<file path="config.mk">
export PLATFORM = sky130hd
export DESIGN_NAME = rtd_adc_filter_temperature
export DESIGN_NICKNAME = d
export VERILOG_FILES = /design/src/hw/rtl/rtdf_pkg.sv /design/src/hw/rtl/rtdf_csr.sv /design/src/hw/rtl/rtdf_iter_unit.sv /design/src/hw/rtl/rtd_adc_filter_temperature.sv
export SDC_FILE = /design/constraint.sdc
export NUM_CORES = 1
export LEC_CHECK = 0
export ABC_AREA = 1
export BUFFER_PORTS_ARGS = -buffer_cell sky130_fd_sc_hd__buf_4
export CORE_MARGIN = 2
export CORE_UTILIZATION = 40
export CTS_BUF_LIST = sky130_fd_sc_hd__clkbuf_4 sky130_fd_sc_hd__clkbuf_8
export CTS_CLUSTER_DIAMETER = 50
export DETAILED_ROUTE_END_ITERATION = 10
export GPL_TIMING_DRIVEN = 0
export PLACE_DENSITY_LB_ADDON = 0.3
export SLEW_MARGIN = 10
export SYNTH_ARGS = -nofsm -noshare
export SYNTH_HDL_FRONTEND = slang
export SYNTH_SLANG_ARGS = --single-unit
</file>
<file path="constraint.sdc">
create_clock -name clock -period 6.7 [get_ports clock]
set_input_delay 1.34 -clock clock [delete_from_list [all_inputs] [get_ports clock]]
set_output_delay 1.34 -clock clock [all_outputs]
set_load 0.05 [all_outputs]
</file>
<file path="src/hw/rtl/rtdf_pkg.sv">
package rtdf_pkg;

   localparam int unsigned FULL_SCALE_DEF = 4095;

   localparam int unsigned ADC_W      = 12;
   localparam int unsigned ALPHA_W    = 15;
   localparam int unsigned DIVIDE_W   = 16;
   localparam int unsigned RES_W      = 24;
   localparam int unsigned COEF_W     = 16;
   localparam int unsigned TEMP_W     = 32;
   localparam int unsigned COUNTS_W   = 12;
   localparam int unsigned CSR_IDX_W  = 3;
   localparam int unsigned CSR_DATA_W = 24;

   localparam int unsigned Q_BITS   = 15;
   localparam int unsigned Q_HALF   = 16384;
   localparam int unsigned MILLI    = 1000;
   localparam int unsigned MILLI_W  = 10;
   localparam int unsigned OPB_W    = 16;
   localparam int unsigned CLAMP_W  = 17;

   localparam logic [ALPHA_W-1:0]  ALPHA_RST   = 15'd1937;
   localparam logic [DIVIDE_W-1:0] DIVIDE_RST  = 16'd50;
   localparam logic [RES_W-1:0]    BOTTOM_RST  = 24'd1651376;
   localparam logic [RES_W-1:0]    NOMINAL_RST = 24'd1000000;
   localparam logic [COEF_W-1:0]   COEF_RST    = 16'd3850;

   typedef enum logic [CSR_IDX_W-1:0] {
      CFG_FILTER_ALPHA       = 3'd0,
      CFG_OUTPUT_DIVIDE      = 3'd1,
      CFG_BOTTOM_RESISTANCE  = 3'd2,
      CFG_NOMINAL_RESISTANCE = 3'd3,
      CFG_TEMP_COEFFICIENT   = 3'd4
   } cfg_index_type;

   typedef struct packed {
      logic [ALPHA_W-1:0]  filter_alpha;
      logic [DIVIDE_W-1:0] output_divide;
      logic [RES_W-1:0]    bottom_resistance;
      logic [RES_W-1:0]    nominal_resistance;
      logic [COEF_W-1:0]   temp_coefficient;
   } cfg_type;

   typedef enum logic {
      OP_MUL = 1'b0,
      OP_DIV = 1'b1
   } unit_op_type;

   typedef struct packed {
      logic        start;
      unit_op_type op;
   } unit_ctrl_type;

endpackage

</file>
<file path="src/hw/rtl/rtdf_csr.sv">
module rtdf_csr (
   input  logic                              clock,
   input  logic                              reset,
   input  logic                              csr_wen,
   input  logic [rtdf_pkg::CSR_IDX_W-1:0]    csr_index,
   input  logic [rtdf_pkg::CSR_DATA_W-1:0]   csr_wdata,
   output rtdf_pkg::cfg_type                 cfg
);
   import rtdf_pkg::*;

   cfg_type cfg_ff;
   cfg_type cfg_in;

   always_comb begin
      cfg_in = cfg_ff;
      if (csr_wen) begin
         unique case (cfg_index_type'(csr_index))
            CFG_FILTER_ALPHA:       cfg_in.filter_alpha       = csr_wdata[ALPHA_W-1:0];
            CFG_OUTPUT_DIVIDE:      cfg_in.output_divide      = csr_wdata[DIVIDE_W-1:0];
            CFG_BOTTOM_RESISTANCE:  cfg_in.bottom_resistance  = csr_wdata[RES_W-1:0];
            CFG_NOMINAL_RESISTANCE: cfg_in.nominal_resistance = csr_wdata[RES_W-1:0];
            CFG_TEMP_COEFFICIENT:   cfg_in.temp_coefficient   = csr_wdata[COEF_W-1:0];
            default: ;
         endcase
      end
   end

   always_ff @(posedge clock) begin
      if (reset) begin
         cfg_ff.filter_alpha       <= ALPHA_RST;
         cfg_ff.output_divide      <= DIVIDE_RST;
         cfg_ff.bottom_resistance  <= BOTTOM_RST;
         cfg_ff.nominal_resistance <= NOMINAL_RST;
         cfg_ff.temp_coefficient   <= COEF_RST;
      end else begin
         cfg_ff <= cfg_in;
      end
   end

   assign cfg = cfg_ff;

endmodule

</file>
<file path="src/hw/rtl/rtdf_iter_unit.sv">
module rtdf_iter_unit #(
   parameter int unsigned DATA_W = 47
) (
   input  logic                            clock,
   input  logic                            reset,
   input  rtdf_pkg::unit_ctrl_type         ctrl,
   input  logic [$clog2(DATA_W+1)-1:0]     steps,
   input  logic [DATA_W-1:0]               opa,
   input  logic [rtdf_pkg::OPB_W-1:0]      opb,
   output logic [DATA_W-1:0]               result,
   output logic                            done
);
   import rtdf_pkg::*;

   localparam int unsigned STEP_W = $clog2(DATA_W+1);

   logic              busy_ff, busy_in;
   logic              done_ff, done_in;
   unit_op_type       op_ff, op_in;
   logic [STEP_W-1:0] count_ff, count_in;
   logic [DATA_W-1:0] acc_ff, acc_in;
   logic [DATA_W-1:0] mcand_ff, mcand_in;
   logic [OPB_W-1:0]  opb_ff, opb_in;
   logic [OPB_W:0]    rem_ff, rem_in;
   logic [OPB_W:0]    rem_shift;

   always_comb begin
      busy_in   = busy_ff;
      done_in   = 1'b0;
      op_in     = op_ff;
      count_in  = count_ff;
      acc_in    = acc_ff;
      mcand_in  = mcand_ff;
      opb_in    = opb_ff;
      rem_in    = rem_ff;
      rem_shift = {rem_ff[OPB_W-1:0], acc_ff[DATA_W-1]};
      if (ctrl.start) begin
         busy_in  = 1'b1;
         op_in    = ctrl.op;
         count_in = steps;
         opb_in   = opb;
         rem_in   = '0;
         if (ctrl.op == OP_MUL) begin
            acc_in   = '0;
            mcand_in = opa;
         end else begin
            acc_in = opa;
         end
      end else if (busy_ff) begin
         unique case (op_ff)
            OP_MUL: begin
               if (opb_ff[0]) begin
                  acc_in = acc_ff + mcand_ff;
               end
               mcand_in = {mcand_ff[DATA_W-2:0], 1'b0};
               opb_in   = {1'b0, opb_ff[OPB_W-1:1]};
            end
            OP_DIV: begin
               if (rem_shift >= {1'b0, opb_ff}) begin
                  rem_in = rem_shift - {1'b0, opb_ff};
                  acc_in = {acc_ff[DATA_W-2:0], 1'b1};
               end else begin
                  rem_in = rem_shift;
                  acc_in = {acc_ff[DATA_W-2:0], 1'b0};
               end
            end
            default: ;
         endcase
         count_in = count_ff - STEP_W'(1);
         if (count_ff == STEP_W'(1)) begin
            busy_in = 1'b0;
            done_in = 1'b1;
         end
      end
   end

   always_ff @(posedge clock) begin
      if (reset) begin
         busy_ff <= 1'b0;
         done_ff <= 1'b0;
      end else begin
         busy_ff <= busy_in;
         done_ff <= done_in;
      end
   end

   always_ff @(posedge clock) begin
      op_ff    <= op_in;
      count_ff <= count_in;
      acc_ff   <= acc_in;
      mcand_ff <= mcand_in;
      opb_ff   <= opb_in;
      rem_ff   <= rem_in;
   end

   assign result = acc_ff;
   assign done   = done_ff;

endmodule

</file>
<file path="src/hw/rtl/rtd_adc_filter_temperature.sv">
// Channel  Direction  Transaction contents
// req_     in         req_tdata: adc_sample [11:0], zero pad [15:12]
// rsp_     out        rsp_tdata: temperature_milli [31:0], filtered_counts [43:32];
//                     rsp_tuser: clipped
// csr_     in         one register write per cycle when csr_wen is high
//
// A sample without a result runs the filter multiply on the shared multiply/divide
// unit, one bit per cycle; the first sample after reset only seeds the filter.
// A sample that ends a result period adds a conversion, dominated by the two
// bit-serial divisions, whose width grows with CW = clog2(FULL_SCALE).
// req_tready is high only between samples. A result waits in the output register;
// handing the next result to that register stalls only while it is still full.
// Reset is synchronous and clears the filter, the sample counter and the output.
module rtd_adc_filter_temperature #(
   parameter int unsigned FULL_SCALE = rtdf_pkg::FULL_SCALE_DEF
) (
   input  logic                              clock,
   input  logic                              reset,
   input  logic                              req_tvalid,
   output logic                              req_tready,
   input  logic [15:0]                       req_tdata,   // adc_sample
   output logic                              rsp_tvalid,
   input  logic                              rsp_tready,
   output logic [47:0]                       rsp_tdata,   // temperature_milli, filtered_counts
   output logic                              rsp_tuser,   // clipped
   input  logic                              csr_wen,
   input  logic [rtdf_pkg::CSR_IDX_W-1:0]    csr_index,
   input  logic [rtdf_pkg::CSR_DATA_W-1:0]   csr_wdata
);
   import rtdf_pkg::*;

   localparam int unsigned CW     = $clog2(FULL_SCALE);
   localparam int unsigned SW     = CW + Q_BITS;
   localparam int unsigned RW     = CW + RES_W + 1;
   localparam int unsigned NW     = RW + MILLI_W;
   localparam int unsigned STEP_W = $clog2(NW + 1);
   localparam logic [CLAMP_W-1:0] FS_X = CLAMP_W'(FULL_SCALE);

   typedef enum logic [3:0] {
      S_IDLE, S_FILT, S_FWAIT, S_FADD, S_TICK, S_ROUND, S_CLAMP, S_RMUL,
      S_RMWAIT, S_RDWAIT, S_TMUL, S_TMWAIT, S_TDWAIT, S_EMIT
   } state_type;

   function automatic logic [CLAMP_W-1:0] clamp_fs(input logic [CLAMP_W-1:0] v);
      logic [CLAMP_W-1:0] r;
      if (v == '0) begin
         r = CLAMP_W'(1);
      end else if (v >= FS_X) begin
         r = FS_X - CLAMP_W'(1);
      end else begin
         r = v;
      end
      return r;
   endfunction

   cfg_type cfg;

   rtdf_csr u_csr (
      .clock     (clock),
      .reset     (reset),
      .csr_wen   (csr_wen),
      .csr_index (csr_index),
      .csr_wdata (csr_wdata),
      .cfg       (cfg)
   );

   unit_ctrl_type     unit_ctrl;
   logic [STEP_W-1:0] unit_steps;
   logic [NW-1:0]     unit_opa;
   logic [OPB_W-1:0]  unit_opb;
   logic [NW-1:0]     unit_result;
   logic              unit_done;

   rtdf_iter_unit #(.DATA_W(NW)) u_unit (
      .clock  (clock),
      .reset  (reset),
      .ctrl   (unit_ctrl),
      .steps  (unit_steps),
      .opa    (unit_opa),
      .opb    (unit_opb),
      .result (unit_result),
      .done   (unit_done)
   );

   state_type            state_ff, state_in;
   logic                 primed_ff, primed_in;
   logic [DIVIDE_W-1:0]  tick_ff, tick_in;
   logic [SW-1:0]        smooth_ff, smooth_in;
   logic [CW-1:0]        sample_ff, sample_in;
   logic                 neg_ff, neg_in;
   logic signed [NW:0]   prod_ff, prod_in;
   logic [CW-1:0]        counts_ff, counts_in;
   logic [CW-1:0]        a_ff, a_in;
   logic signed [RW:0]   diff_ff, diff_in;
   logic                 zero_ff, zero_in;
   logic                 rsp_valid_ff, rsp_valid_in;
   logic [TEMP_W-1:0]    rsp_temp_ff, rsp_temp_in;
   logic [CW-1:0]        rsp_counts_ff, rsp_counts_in;
   logic                 rsp_clip_ff, rsp_clip_in;
   logic [TEMP_W-1:0]    temp_ff, temp_in;
   logic                 clip_ff, clip_in;

   logic [SW-1:0]        sq;
   logic signed [SW:0]   filt_diff;
   logic [SW-1:0]        filt_mag;
   logic signed [NW:0]   p_shift;
   logic [SW:0]          smooth_sum;
   logic [SW:0]          round_sum;
   logic [DIVIDE_W-1:0]  tick_next;
   logic [CLAMP_W-1:0]   fs_minus_a;
   logic [RW-1:0]        diff_mag;
   logic [CW+COUNTS_W-1:0] counts_ext;

   always_comb begin
      sq         = {sample_ff, Q_BITS'(0)};
      filt_diff  = $signed({1'b0, sq}) - $signed({1'b0, smooth_ff});
      filt_mag   = filt_diff[SW] ? SW'(-filt_diff) : filt_diff[SW-1:0];
      p_shift    = prod_ff >>> Q_BITS;
      smooth_sum = {1'b0, smooth_ff} + p_shift[SW:0];
      round_sum  = {1'b0, smooth_ff} + (SW+1)'(Q_HALF);
      tick_next  = tick_ff + DIVIDE_W'(1);
      fs_minus_a = FS_X - CLAMP_W'(a_ff);
      diff_mag   = diff_ff[RW] ? RW'(-diff_ff) : diff_ff[RW-1:0];
      counts_ext = {{COUNTS_W{1'b0}}, rsp_counts_ff};
   end

   always_comb begin
      state_in      = state_ff;
      primed_in     = primed_ff;
      tick_in       = tick_ff;
      smooth_in     = smooth_ff;
      sample_in     = sample_ff;
      neg_in        = neg_ff;
      prod_in       = prod_ff;
      counts_in     = counts_ff;
      a_in          = a_ff;
      diff_in       = diff_ff;
      zero_in       = zero_ff;
      temp_in       = temp_ff;
      clip_in       = clip_ff;
      rsp_temp_in   = rsp_temp_ff;
      rsp_counts_in = rsp_counts_ff;
      rsp_clip_in   = rsp_clip_ff;
      rsp_valid_in  = rsp_valid_ff && !rsp_tready;
      unit_ctrl     = '{start: 1'b0, op: OP_MUL};
      unit_steps    = '0;
      unit_opa      = '0;
      unit_opb      = '0;

      unique case (state_ff)
         S_IDLE: begin
            if (req_tvalid) begin
               sample_in = CW'(clamp_fs(CLAMP_W'(req_tdata[ADC_W-1:0])));
               state_in  = S_FILT;
            end
         end
         S_FILT: begin
            if (!primed_ff) begin
               smooth_in = sq;
               primed_in = 1'b1;
               state_in  = S_TICK;
            end else begin
               neg_in     = filt_diff[SW];
               unit_ctrl  = '{start: 1'b1, op: OP_MUL};
               unit_steps = STEP_W'(ALPHA_W);
               unit_opa   = NW'(filt_mag);
               unit_opb   = OPB_W'(cfg.filter_alpha);
               state_in   = S_FWAIT;
            end
         end
         S_FWAIT: begin
            if (unit_done) begin
               prod_in  = neg_ff ? -$signed({1'b0, unit_result})
                                 : $signed({1'b0, unit_result});
               state_in = S_FADD;
            end
         end
         S_FADD: begin
            smooth_in = smooth_sum[SW-1:0];
            state_in  = S_TICK;
         end
         S_TICK: begin
            if (tick_next >= cfg.output_divide) begin
               tick_in  = '0;
               state_in = S_ROUND;
            end else begin
               tick_in  = tick_next;
               state_in = S_IDLE;
            end
         end
         S_ROUND: begin
            counts_in = round_sum[Q_BITS +: CW];
            state_in  = S_CLAMP;
         end
         S_CLAMP: begin
            a_in     = CW'(clamp_fs(CLAMP_W'(counts_ff)));
            state_in = S_RMUL;
         end
         S_RMUL: begin
            unit_ctrl  = '{start: 1'b1, op: OP_MUL};
            unit_steps = STEP_W'(OPB_W);
            unit_opa   = NW'(cfg.bottom_resistance);
            unit_opb   = fs_minus_a[OPB_W-1:0];
            state_in   = S_RMWAIT;
         end
         S_RMWAIT: begin
            if (unit_done) begin
               unit_ctrl  = '{start: 1'b1, op: OP_DIV};
               unit_steps = STEP_W'(NW);
               unit_opa   = unit_result + NW'(a_ff >> 1);
               unit_opb   = OPB_W'(a_ff);
               state_in   = S_RDWAIT;
            end
         end
         S_RDWAIT: begin
            if (unit_done) begin
               diff_in  = $signed({1'b0, unit_result[RW-1:0]})
                        - $signed({1'b0, RW'(cfg.nominal_resistance)});
               state_in = S_TMUL;
            end
         end
         S_TMUL: begin
            neg_in     = diff_ff[RW];
            unit_ctrl  = '{start: 1'b1, op: OP_MUL};
            unit_steps = STEP_W'(MILLI_W);
            unit_opa   = NW'(diff_mag);
            unit_opb   = OPB_W'(MILLI);
            state_in   = S_TMWAIT;
         end
         S_TMWAIT: begin
            if (unit_done) begin
               zero_in    = (unit_result == '0);
               unit_ctrl  = '{start: 1'b1, op: OP_DIV};
               unit_steps = STEP_W'(NW);
               unit_opa   = unit_result;
               unit_opb   = cfg.temp_coefficient;
               state_in   = S_TDWAIT;
            end
         end
         S_TDWAIT: begin
            if (unit_done) begin
               if (zero_ff) begin
                  temp_in = '0;
                  clip_in = 1'b0;
               end else if (!neg_ff) begin
                  if (unit_result > NW'(33'h0_7FFF_FFFF)) begin
                     temp_in = 32'h7FFF_FFFF;
                     clip_in = 1'b1;
                  end else begin
                     temp_in = unit_result[TEMP_W-1:0];
                     clip_in = 1'b0;
                  end
               end else begin
                  if (unit_result > NW'(33'h0_8000_0000)) begin
                     temp_in = 32'h8000_0000;
                     clip_in = 1'b1;
                  end else begin
                     temp_in = -unit_result[TEMP_W-1:0];
                     clip_in = 1'b0;
                  end
               end
               state_in = S_EMIT;
            end
         end
         S_EMIT: begin
            if (!rsp_valid_ff || rsp_tready) begin
               rsp_valid_in  = 1'b1;
               rsp_temp_in   = temp_ff;
               rsp_counts_in = counts_ff;
               rsp_clip_in   = clip_ff;
               state_in      = S_IDLE;
            end
         end
         default: state_in = S_IDLE;
      endcase
   end

   always_ff @(posedge clock) begin
      if (reset) begin
         state_ff     <= S_IDLE;
         primed_ff    <= 1'b0;
         tick_ff      <= '0;
         smooth_ff    <= '0;
         rsp_valid_ff <= 1'b0;
      end else begin
         state_ff     <= state_in;
         primed_ff    <= primed_in;
         tick_ff      <= tick_in;
         smooth_ff    <= smooth_in;
         rsp_valid_ff <= rsp_valid_in;
      end
      sample_ff     <= sample_in;
      neg_ff        <= neg_in;
      prod_ff       <= prod_in;
      counts_ff     <= counts_in;
      a_ff          <= a_in;
      diff_ff       <= diff_in;
      zero_ff       <= zero_in;
      temp_ff       <= temp_in;
      clip_ff       <= clip_in;
      rsp_temp_ff   <= rsp_temp_in;
      rsp_counts_ff <= rsp_counts_in;
      rsp_clip_ff   <= rsp_clip_in;
   end

   assign req_tready = (state_ff == S_IDLE);
   assign rsp_tvalid = rsp_valid_ff;
   assign rsp_tdata  = {4'b0, counts_ext[COUNTS_W-1:0], rsp_temp_ff};
   assign rsp_tuser  = rsp_clip_ff;

endmodule
</file>
==> out/metrics.csv, run 1 <==
stage;metric;value;unit
cts;ctsResizeCount;0;
timing;setup_ws;2.40;ns
cts;cts_tree;done;
power;powerDensity;331;mW/mm^2
synth;yosysWarnings;0;
setup_path;crit_fanout;8;
synth;yosysTopAreaCellShare;27.7;%
cells_and_area;drive_gt1_share;8.31;%
cells_and_area;final_area;0.0366;sq mm
timing;rsz0062_at_grt;no;
synth;seq_area_frac_synth;37.7;%
timing;relSlewSlack;22.0;%
cts;holdBufCountCts;0;
timing;report.final.slew_viol_count;0;
cts;h-tree-depth;3;
global_routing;grt_max_degree;48;
timing;setup_viol;0;
worst_hold_path;hp-class;flip-flop to flip-flop;
cts;post-cts-setup-buffer-count;0;
cells_and_area;nNetsFinal;4869;
setup_path;required;7.11;ns
placement;placed_cell_area;0.0345;sq mm
floorplanning;rows;104;
setup_path;cp_data_arrival_time;4.71;ns
route;wl_per_cell;22.9;um
floorplanning;dieArea;0.0831;sq mm
setup_path;rrSetupSlack;2.40;ns
run;max-cap-violations;0;
synth;yosysUniqueCellTypes;71;
synth;synth_area_leaders;edfxtp_1, nand2_1, dfxtp_1, a21oi_1, ha_1;
setup_path;crit_path_end_kind;flip-flop;
synth;synth_most_common_cell;nand2_1;
timing;worstMarginPinSlew;1.16;ns
timing;min_period_over_period;64.1;%
route;wirelength;132000;um
cts;clkTransAtPathRegs;0.06;ns
route;antenna_left;0;
floorplanning;core_region_area;0.0803;sq mm
timing;final.setup_skew;0.0553;ns
route;vias;32800;
cells_and_area;area_growth;13.2;%
synth;ys_ff_latch;460;
synth;synth-main-ff-cell;edfxtp_1;
cts;clock_latency;0.75;ns
floorplanning;die_h;288;um
synth;synth_edf_count;298;
floorplanning;start_util;40.3;%
floorplanning;die_width;288;um
synth;synth-async-reset-ratio;0;%
cts;cts_root_buf;clkbuf_8;
synth;synth.top_cells.by_count;nand2_1, inv_1, nor2_1;
timing;period_needed;4.30;ns
setup_path;path_class;flip-flop to flip-flop;
synth;yosysTopAreaCell;edfxtp_1;
placement;port_buffers;90;
global_routing;grt_pass1_vias;30500;
placement;gp_congestion;1.04;
route;via_per_inst;5.66;
timing;hold_violations;0;
route;drcViolationCount;0;
synth;synthCells;4463;
placement;dp_slack;2.58;ns
placement;hpwlAfterDp;107000;um
timing;fmax;233;MHz
global_routing;antenna_found_initial;5;
global_routing;track_usage;31.6;%
setup_path;start_kind;flip-flop;
global_routing;overflow;0;
route;first_iter_violations;3743;
status;status;complete, no violations;
global_routing;grt_pass1_wl;194000;um
cts;clock_sinks;460;
cts;cts_buffer_depth;3;
synth;avgSynthCellArea;7.24;sq um
floorplanning;io_pins;99;
power;p_leak;15.4;nW
cts;numCtsBuffers;89;
synth;synthesis.area;0.0323;sq mm
route;firstDrtPassIters;6;
power;vdd_ir_drop_max;0.214;mV
-- critical path, stage by stage (launching register included) --
cell	delay, ns
edfxtp_1	0.61
inv_1	0.54
ha_1	0.28
nand2_1	0.11
nor2_1	0.19
nand3_1	0.22
nor3_1	0.42
and2_1	0.26
nand2_1	0.08
nor4_1	0.32
nand4_1	0.23
nand2_1	0.13
xor2_1	0.55
-- metal layers --
layer  routed length [um]  GRT usage [%]
met5                   27              0
met1                57100           43.8
met3                13800           7.45
met4                 6050           13.4
met2                55500           47.0
-- stage by stage --
stage	util [%]	hold slack, ns	setup TNS (ns)	cells	total power, mW
final	45.6	0.418	0	5795	12.1
after global placement	42.8	0.403	-19.62	5616	8.71
after detailed placement	43.0	0.407	0	5625	8.75
after global routing	45.6	0.425	0	5793	12.8
after CTS	45.6	0.416	0	5792	12.0
after floorplan	-	0.400	0	4466	7.07
-- power by group --
part	switching, mW	internal [mW]	leakage, nW
Combinational	3.53	1.52	10.4
Sequential	0.361	3.46	4.02
Clock	1.37	1.87	1.06
-- cell usage in the layout (no fill, tap or decap), types with 11 or more instances in the layout --
cell	count
o21ai_0	364
inv_2	11
clkbuf_1	108
clkbuf_8	95
buf_4	104
o21a_1	12
a31oi_1	15
nand2_1	1000
nor2_1	479
buf_2	36
nor3_1	77
nand3_1	287
dfxtp_1	162
nand3b_1	16
o21ai_1	13
nand2_2	16
nor2_4	12
o22ai_1	11
a21oi_1	426
xor2_1	103
nand4_1	72
inv_1	490
edfxtp_1	298
ha_1	160
clkinv_1	18
clkbuf_4	26
xnor2_1	40
o21bai_1	13
nor4_1	32
o211ai_1	40
-- cell families (layout without fill, tap and decap cells) --
| kind of cell | Yosys count | in the layout | synth area share [%] |
|---|---|---|---|
| and+or+nand+nor | 2046 | 2046 | 27.2 |
| AOI/OAI and AO/OA | 973 | 973 | 16.5 |
| buffers and inverters | 675 | 941 | 8.17 |
| DFF | 460 | 460 | 37.7 |
| adders and majority gates | 165 | 165 | 6.50 |
| xor gates and xnor gates | 143 | 143 | 3.87 |
| other | 1 | 7 | 0.0116 |
-- path summary, 6_finish.rpt --
| path | startpoint | cells past startpoint | end |
|---|---|---|---|
| max | u_unit.result[1] | 12 | prod_ff[40] |
| min | temp_ff[11] | 0 | rsp_temp_ff[11] |
| max reg2reg | u_unit.result[1] | 12 | prod_ff[40] |
| min reg2reg | temp_ff[11] | 0 | rsp_temp_ff[11] |
-- registers in the layout (all words and copies together) (netlist names), 4 cells and up --
name	flops
a_ff	12
diff_ff	38
u_unit.mcand_ff	47
temp_ff	32
smooth_ff	27
u_unit.result	47
prod_ff	27
state_ff	4
tick_ff	16
u_csr.cfg	95
u_unit.count_ff	6
u_unit.rem_ff	16
rsp_temp_ff	32
u_unit.opb_ff	16
sample_ff	12
rsp_counts_ff	12
counts_ff	12
-- cell type report --
| class | instances | area [sq um] |
|---|---|---|
| Clock inverter | 47 | 559 |
| Fill cell | 8338 | 43700 |
| Multi-Input combinational cell | 3331 | 17600 |
| Antenna cell | 3 | 7.51 |
| Clock buffer | 120 | 1490 |
| Timing Repair Buffer | 99 | 805 |
| Sequential cell | 460 | 12200 |
| Buffer | 167 | 734 |
| Inverter | 508 | 1910 |
| Tap cell | 1060 | 1330 |
No activity file was read; power rests on OpenSTA's default activity.
==> inputs of run 2 (changes only) <==
--- a/config.mk
+++ b/config.mk
@@ -5,7 +5,7 @@
 export SDC_FILE = /design/constraint.sdc
 export NUM_CORES = 1
 export LEC_CHECK = 0
-export ABC_AREA = 1
+export ABC_AREA = 0
 export BUFFER_PORTS_ARGS = -buffer_cell sky130_fd_sc_hd__buf_4
 export CORE_MARGIN = 2
 export CORE_UTILIZATION = 40
==> constraint.sdc (replaced) <==
create_clock -name clock -period 4.39 [get_ports clock]
set_input_delay 0.878 -clock clock [delete_from_list [all_inputs] [get_ports clock]]
set_output_delay 0.878 -clock clock [all_outputs]
set_load 0.05 [all_outputs]
==> run 2 against run 1 <==
The flow now finishes with violations (negative setup slack). Sequential power rose by 40%. Die area is 5.6% lower. Combinational power fell by 5.7%. Power grew 21%. Global-route usage fell by 3.9 points. Hold slack worse by 0.0050 ns. Via count decreased by 13%. Register-to-register slack worse by 2.4 ns. Critical endpoint is now u_unit.result[40].
==> out/metrics.csv, run 2 <==
stage;metric;value;unit
route;firstDrtPassIters;6;
synth;yosys.area_share.simple;19.7;%
setup_path;regToRegStartpoint;u_unit.result[0];
worst_hold_path;hp-class;flip-flop to flip-flop;
synth;synth_xor_area_share;7.36;%
cells_and_area;drive_gt1_share;8.83;%
timing;worstMarginPinSlew;1.22;ns
setup_path;r2r_cells;11;
setup_path;reg2reg_to;u_unit.result[40];
timing;fmax;227;MHz
timing;final.setup_skew;0.0438;ns
setup_path;cp_data_arrival_time;4.83;ns
power;vdd_ir_drop_max;0.230;mV
global_routing;overflow;0;
route;wirelength;111000;um
cts;cts_buffer_depth;3;
synth;synth_most_common_cell;nand2_1;
floorplanning;die_width;280;um
synth;synth_edf_count;298;
setup_path;crit_family;compound AO/OA/AOI/OAI gates;
synth;synthesis.area;0.0305;sq mm
timing;period_needed;4.40;ns
worst_hold_path;worstHoldEndpoint;rsp_temp_ff[9];
cells_and_area;largest_register_ffs;95;
synth;yosysTopAreaCellShare;29.4;%
cells_and_area;most-common-layout-cells;nand2_1, a21oi_1, edfxtp_1;
synth;synth.top_cells.by_count;nand2_1, a21oi_1, edfxtp_1;
global_routing;antenna_found_initial;3;
global_routing;grt_max_degree;48;
floorplanning;dieArea;0.0784;sq mm
placement;dp_slack;-0.615;ns
cts;clkTransAtPathRegs;0.07;ns
route;antenna_left;0;
route;vias;28700;
cts;numCtsBuffers;86;
synth;ys_ff_latch;460;
placement;port_buffers;88;
synth;synth-async-reset-ratio;0;%
setup_path;start_kind;flip-flop;
floorplanning;core_region_area;0.0757;sq mm
timing;setup_viol;2;
worst_hold_path;hold_depth;0;
placement;gp_congestion;1.01;
worst_hold_path;hold_start;temp_ff[9];
cts;clock_sinks;460;
global_routing;grt_pass1_vias;26400;
setup_path;crit_path_end_kind;flip-flop;
timing;relSlewSlack;18.5;%
setup_path;crit_fanout;8;
timing;setup_ws;-0.0148;ns
synth;avgSynthCellArea;8.65;sq um
synth;synthAdderAreaFrac;6.90;%
setup_path;crit_buf_inv;0;
route;wl_per_cell;23.4;um
synth;synthCells;3523;
timing;hold_violations;0;
timing;min_period_over_period;100;%
setup_path;critPathSlowestCell;a211oi_1;
synth;synth_top_family_by_area;compound AO/OA/AOI/OAI gates;
cts;holdBufCountCts;0;
synth;seq_area_frac_synth;40.0;%
setup_path;rrSetupSlack;-0.01;ns
floorplanning;rows;101;
cells_and_area;nNetsFinal;3927;
status;failed_checks;negative setup slack;
route;first_iter_violations;3368;
route;drcViolationCount;0;
cts;clock_latency;0.72;ns
cts;cts_tree;done;
setup_path;path_class;flip-flop to flip-flop;
setup_path;path_cells;ha_1, fa_1, a21o_1, a21o_1, a211oi_1, nor3_1, and4_1, nand4_1, nor3_1, a21oi_1, o211ai_1;
synth;synthMuxAreaShare;0.981;%
synth;yosysTopAreaCell;edfxtp_1;
global_routing;track_usage;27.7;%
setup_path;max_stage_delay;1.01;ns
synth;synth_compound_area_share;20.5;%
route;via_per_inst;6.02;
synth;yosysUniqueCellTypes;84;
power;powerDensity;425;mW/mm^2
global_routing;grt_pass1_wl;164000;um
floorplanning;start_util;40.3;%
synth;synth-main-ff-cell;edfxtp_1;
placement;hpwlAfterDp;85700;um
status;status;finished, violations left;
floorplanning;io_pins;99;
timing;report.final.slew_viol_count;0;
run;max-cap-violations;0;
synth;yosysWarnings;0;
timing;whs;0.413;ns
cts;h-tree-depth;3;
floorplanning;die_h;280;um
cells_and_area;area_growth;13.3;%
cells_and_area;final_common_cell;nand2_1;
setup_path;required;4.82;ns
power;p_leak;12.8;nW
cts;cts_root_buf;clkbuf_8;
synth;synth_area_leaders;edfxtp_1, dfxtp_1, ha_1, nand2_1, a21oi_1;
==> run 2: cell count changes after synthesis, sizes merged, moves of 126 or more <==
cell / previous run / this run
inv: 501 / 123
nor2: 500 / 253
xnor2: 40 / 166
nand2: 1018 / 457
nand3: 295 / 101
o21ai: 378 / 233
==> run 2: metrics by stage <==
step	util [%]	instance area [sq um]	setup TNS, ns	total power [mW]	std cells
2_1_floorplan	-	30500	0	8.51	3526
3_3_place_gp	42.8	32400	-254.81	9.94	4592
3_5_place_dp	43.0	32500	-55.09	9.97	4598
4_1_cts	45.5	34400	0	14.5	4755
5_1_grt	45.6	34500	-0.0132	15.3	4763
6_report	45.6	34500	-0.0200	14.7	4763
==> run 2: layout make-up <==
| cell class | instances | area, sq um |
|---|---|---|
| Buffer | 236 | 932 |
| Fill cell | 7371 | 41200 |
| Inverter | 123 | 462 |
| Antenna cell | 1 | 2.50 |
| Clock inverter | 45 | 447 |
| Timing Repair Buffer | 102 | 822 |
| Tap cell | 978 | 1220 |
| Clock buffer | 113 | 1410 |
| Sequential cell | 460 | 12200 |
| Multi-Input combinational cell | 2705 | 17000 |
==> run 2: worst max path at each step <==
stage | from | endpoint | slack, ns | cells past startpoint
6_report | u_unit.result[0] | u_unit.result[40] | -0.01 | 11
5_1_grt | tick_ff[0] | state_ff[2] | -0.01 | 14
4_1_cts | state_ff[3] | u_unit.mcand_ff[15] | 0.01 | 10
3_5_place_dp | state_ff[3] | u_unit.result[33] | -0.62 | 10
3_3_place_gp | state_ff[3] | u_unit.mcand_ff[28] | -2.32 | 10
2_1_floorplan | state_ff[3] | u_unit.mcand_ff[0] | 0.33 | 10
==> run 2: where the power goes <==
group	total, mW	leakage, nW	switching, mW	internal, mW
Sequential	5.35	4.02	0.324	5.03
Clock	4.55	0.944	2.06	2.49
Combinational	4.76	7.84	3.07	1.69
Total	14.7	12.8	5.46	9.21
==> run 2: repair_timing <==
item,in CTS,in global routing
endpoints found under the hold margin,0,0
resized for setup,11,26
setup buffers,1,7
pin swaps,1,0
endpoints found under the setup margin,155,131
==> run 2: cell families after synthesis <==
logic type / count (synthesis)
simple gates: 1240
fa+ha+maj: 165
compound gates: 1011
other cells: 1
buf+inv: 361
xor+xnor: 256
mux: 29
flops: 460
==> run 2: metal layers <==
| layer | global-route usage (%) | wire length, um |
|---|---|---|
| met1 | 37.2 | 46600 |
| met2 | 42.3 | 48200 |
| met3 | 5.08 | 10300 |
| met4 | 15.0 | 6320 |
| met5 | 0 | 13 |
==> run 2: worst reg2reg max path: cells and delay by family, from the launching register on <==
kind | cells | cell delay, ns
compound gates | 5 | 1.81
simple gates | 4 | 0.96
fa+ha+maj | 2 | 0.75
flops | 1 | 0.60
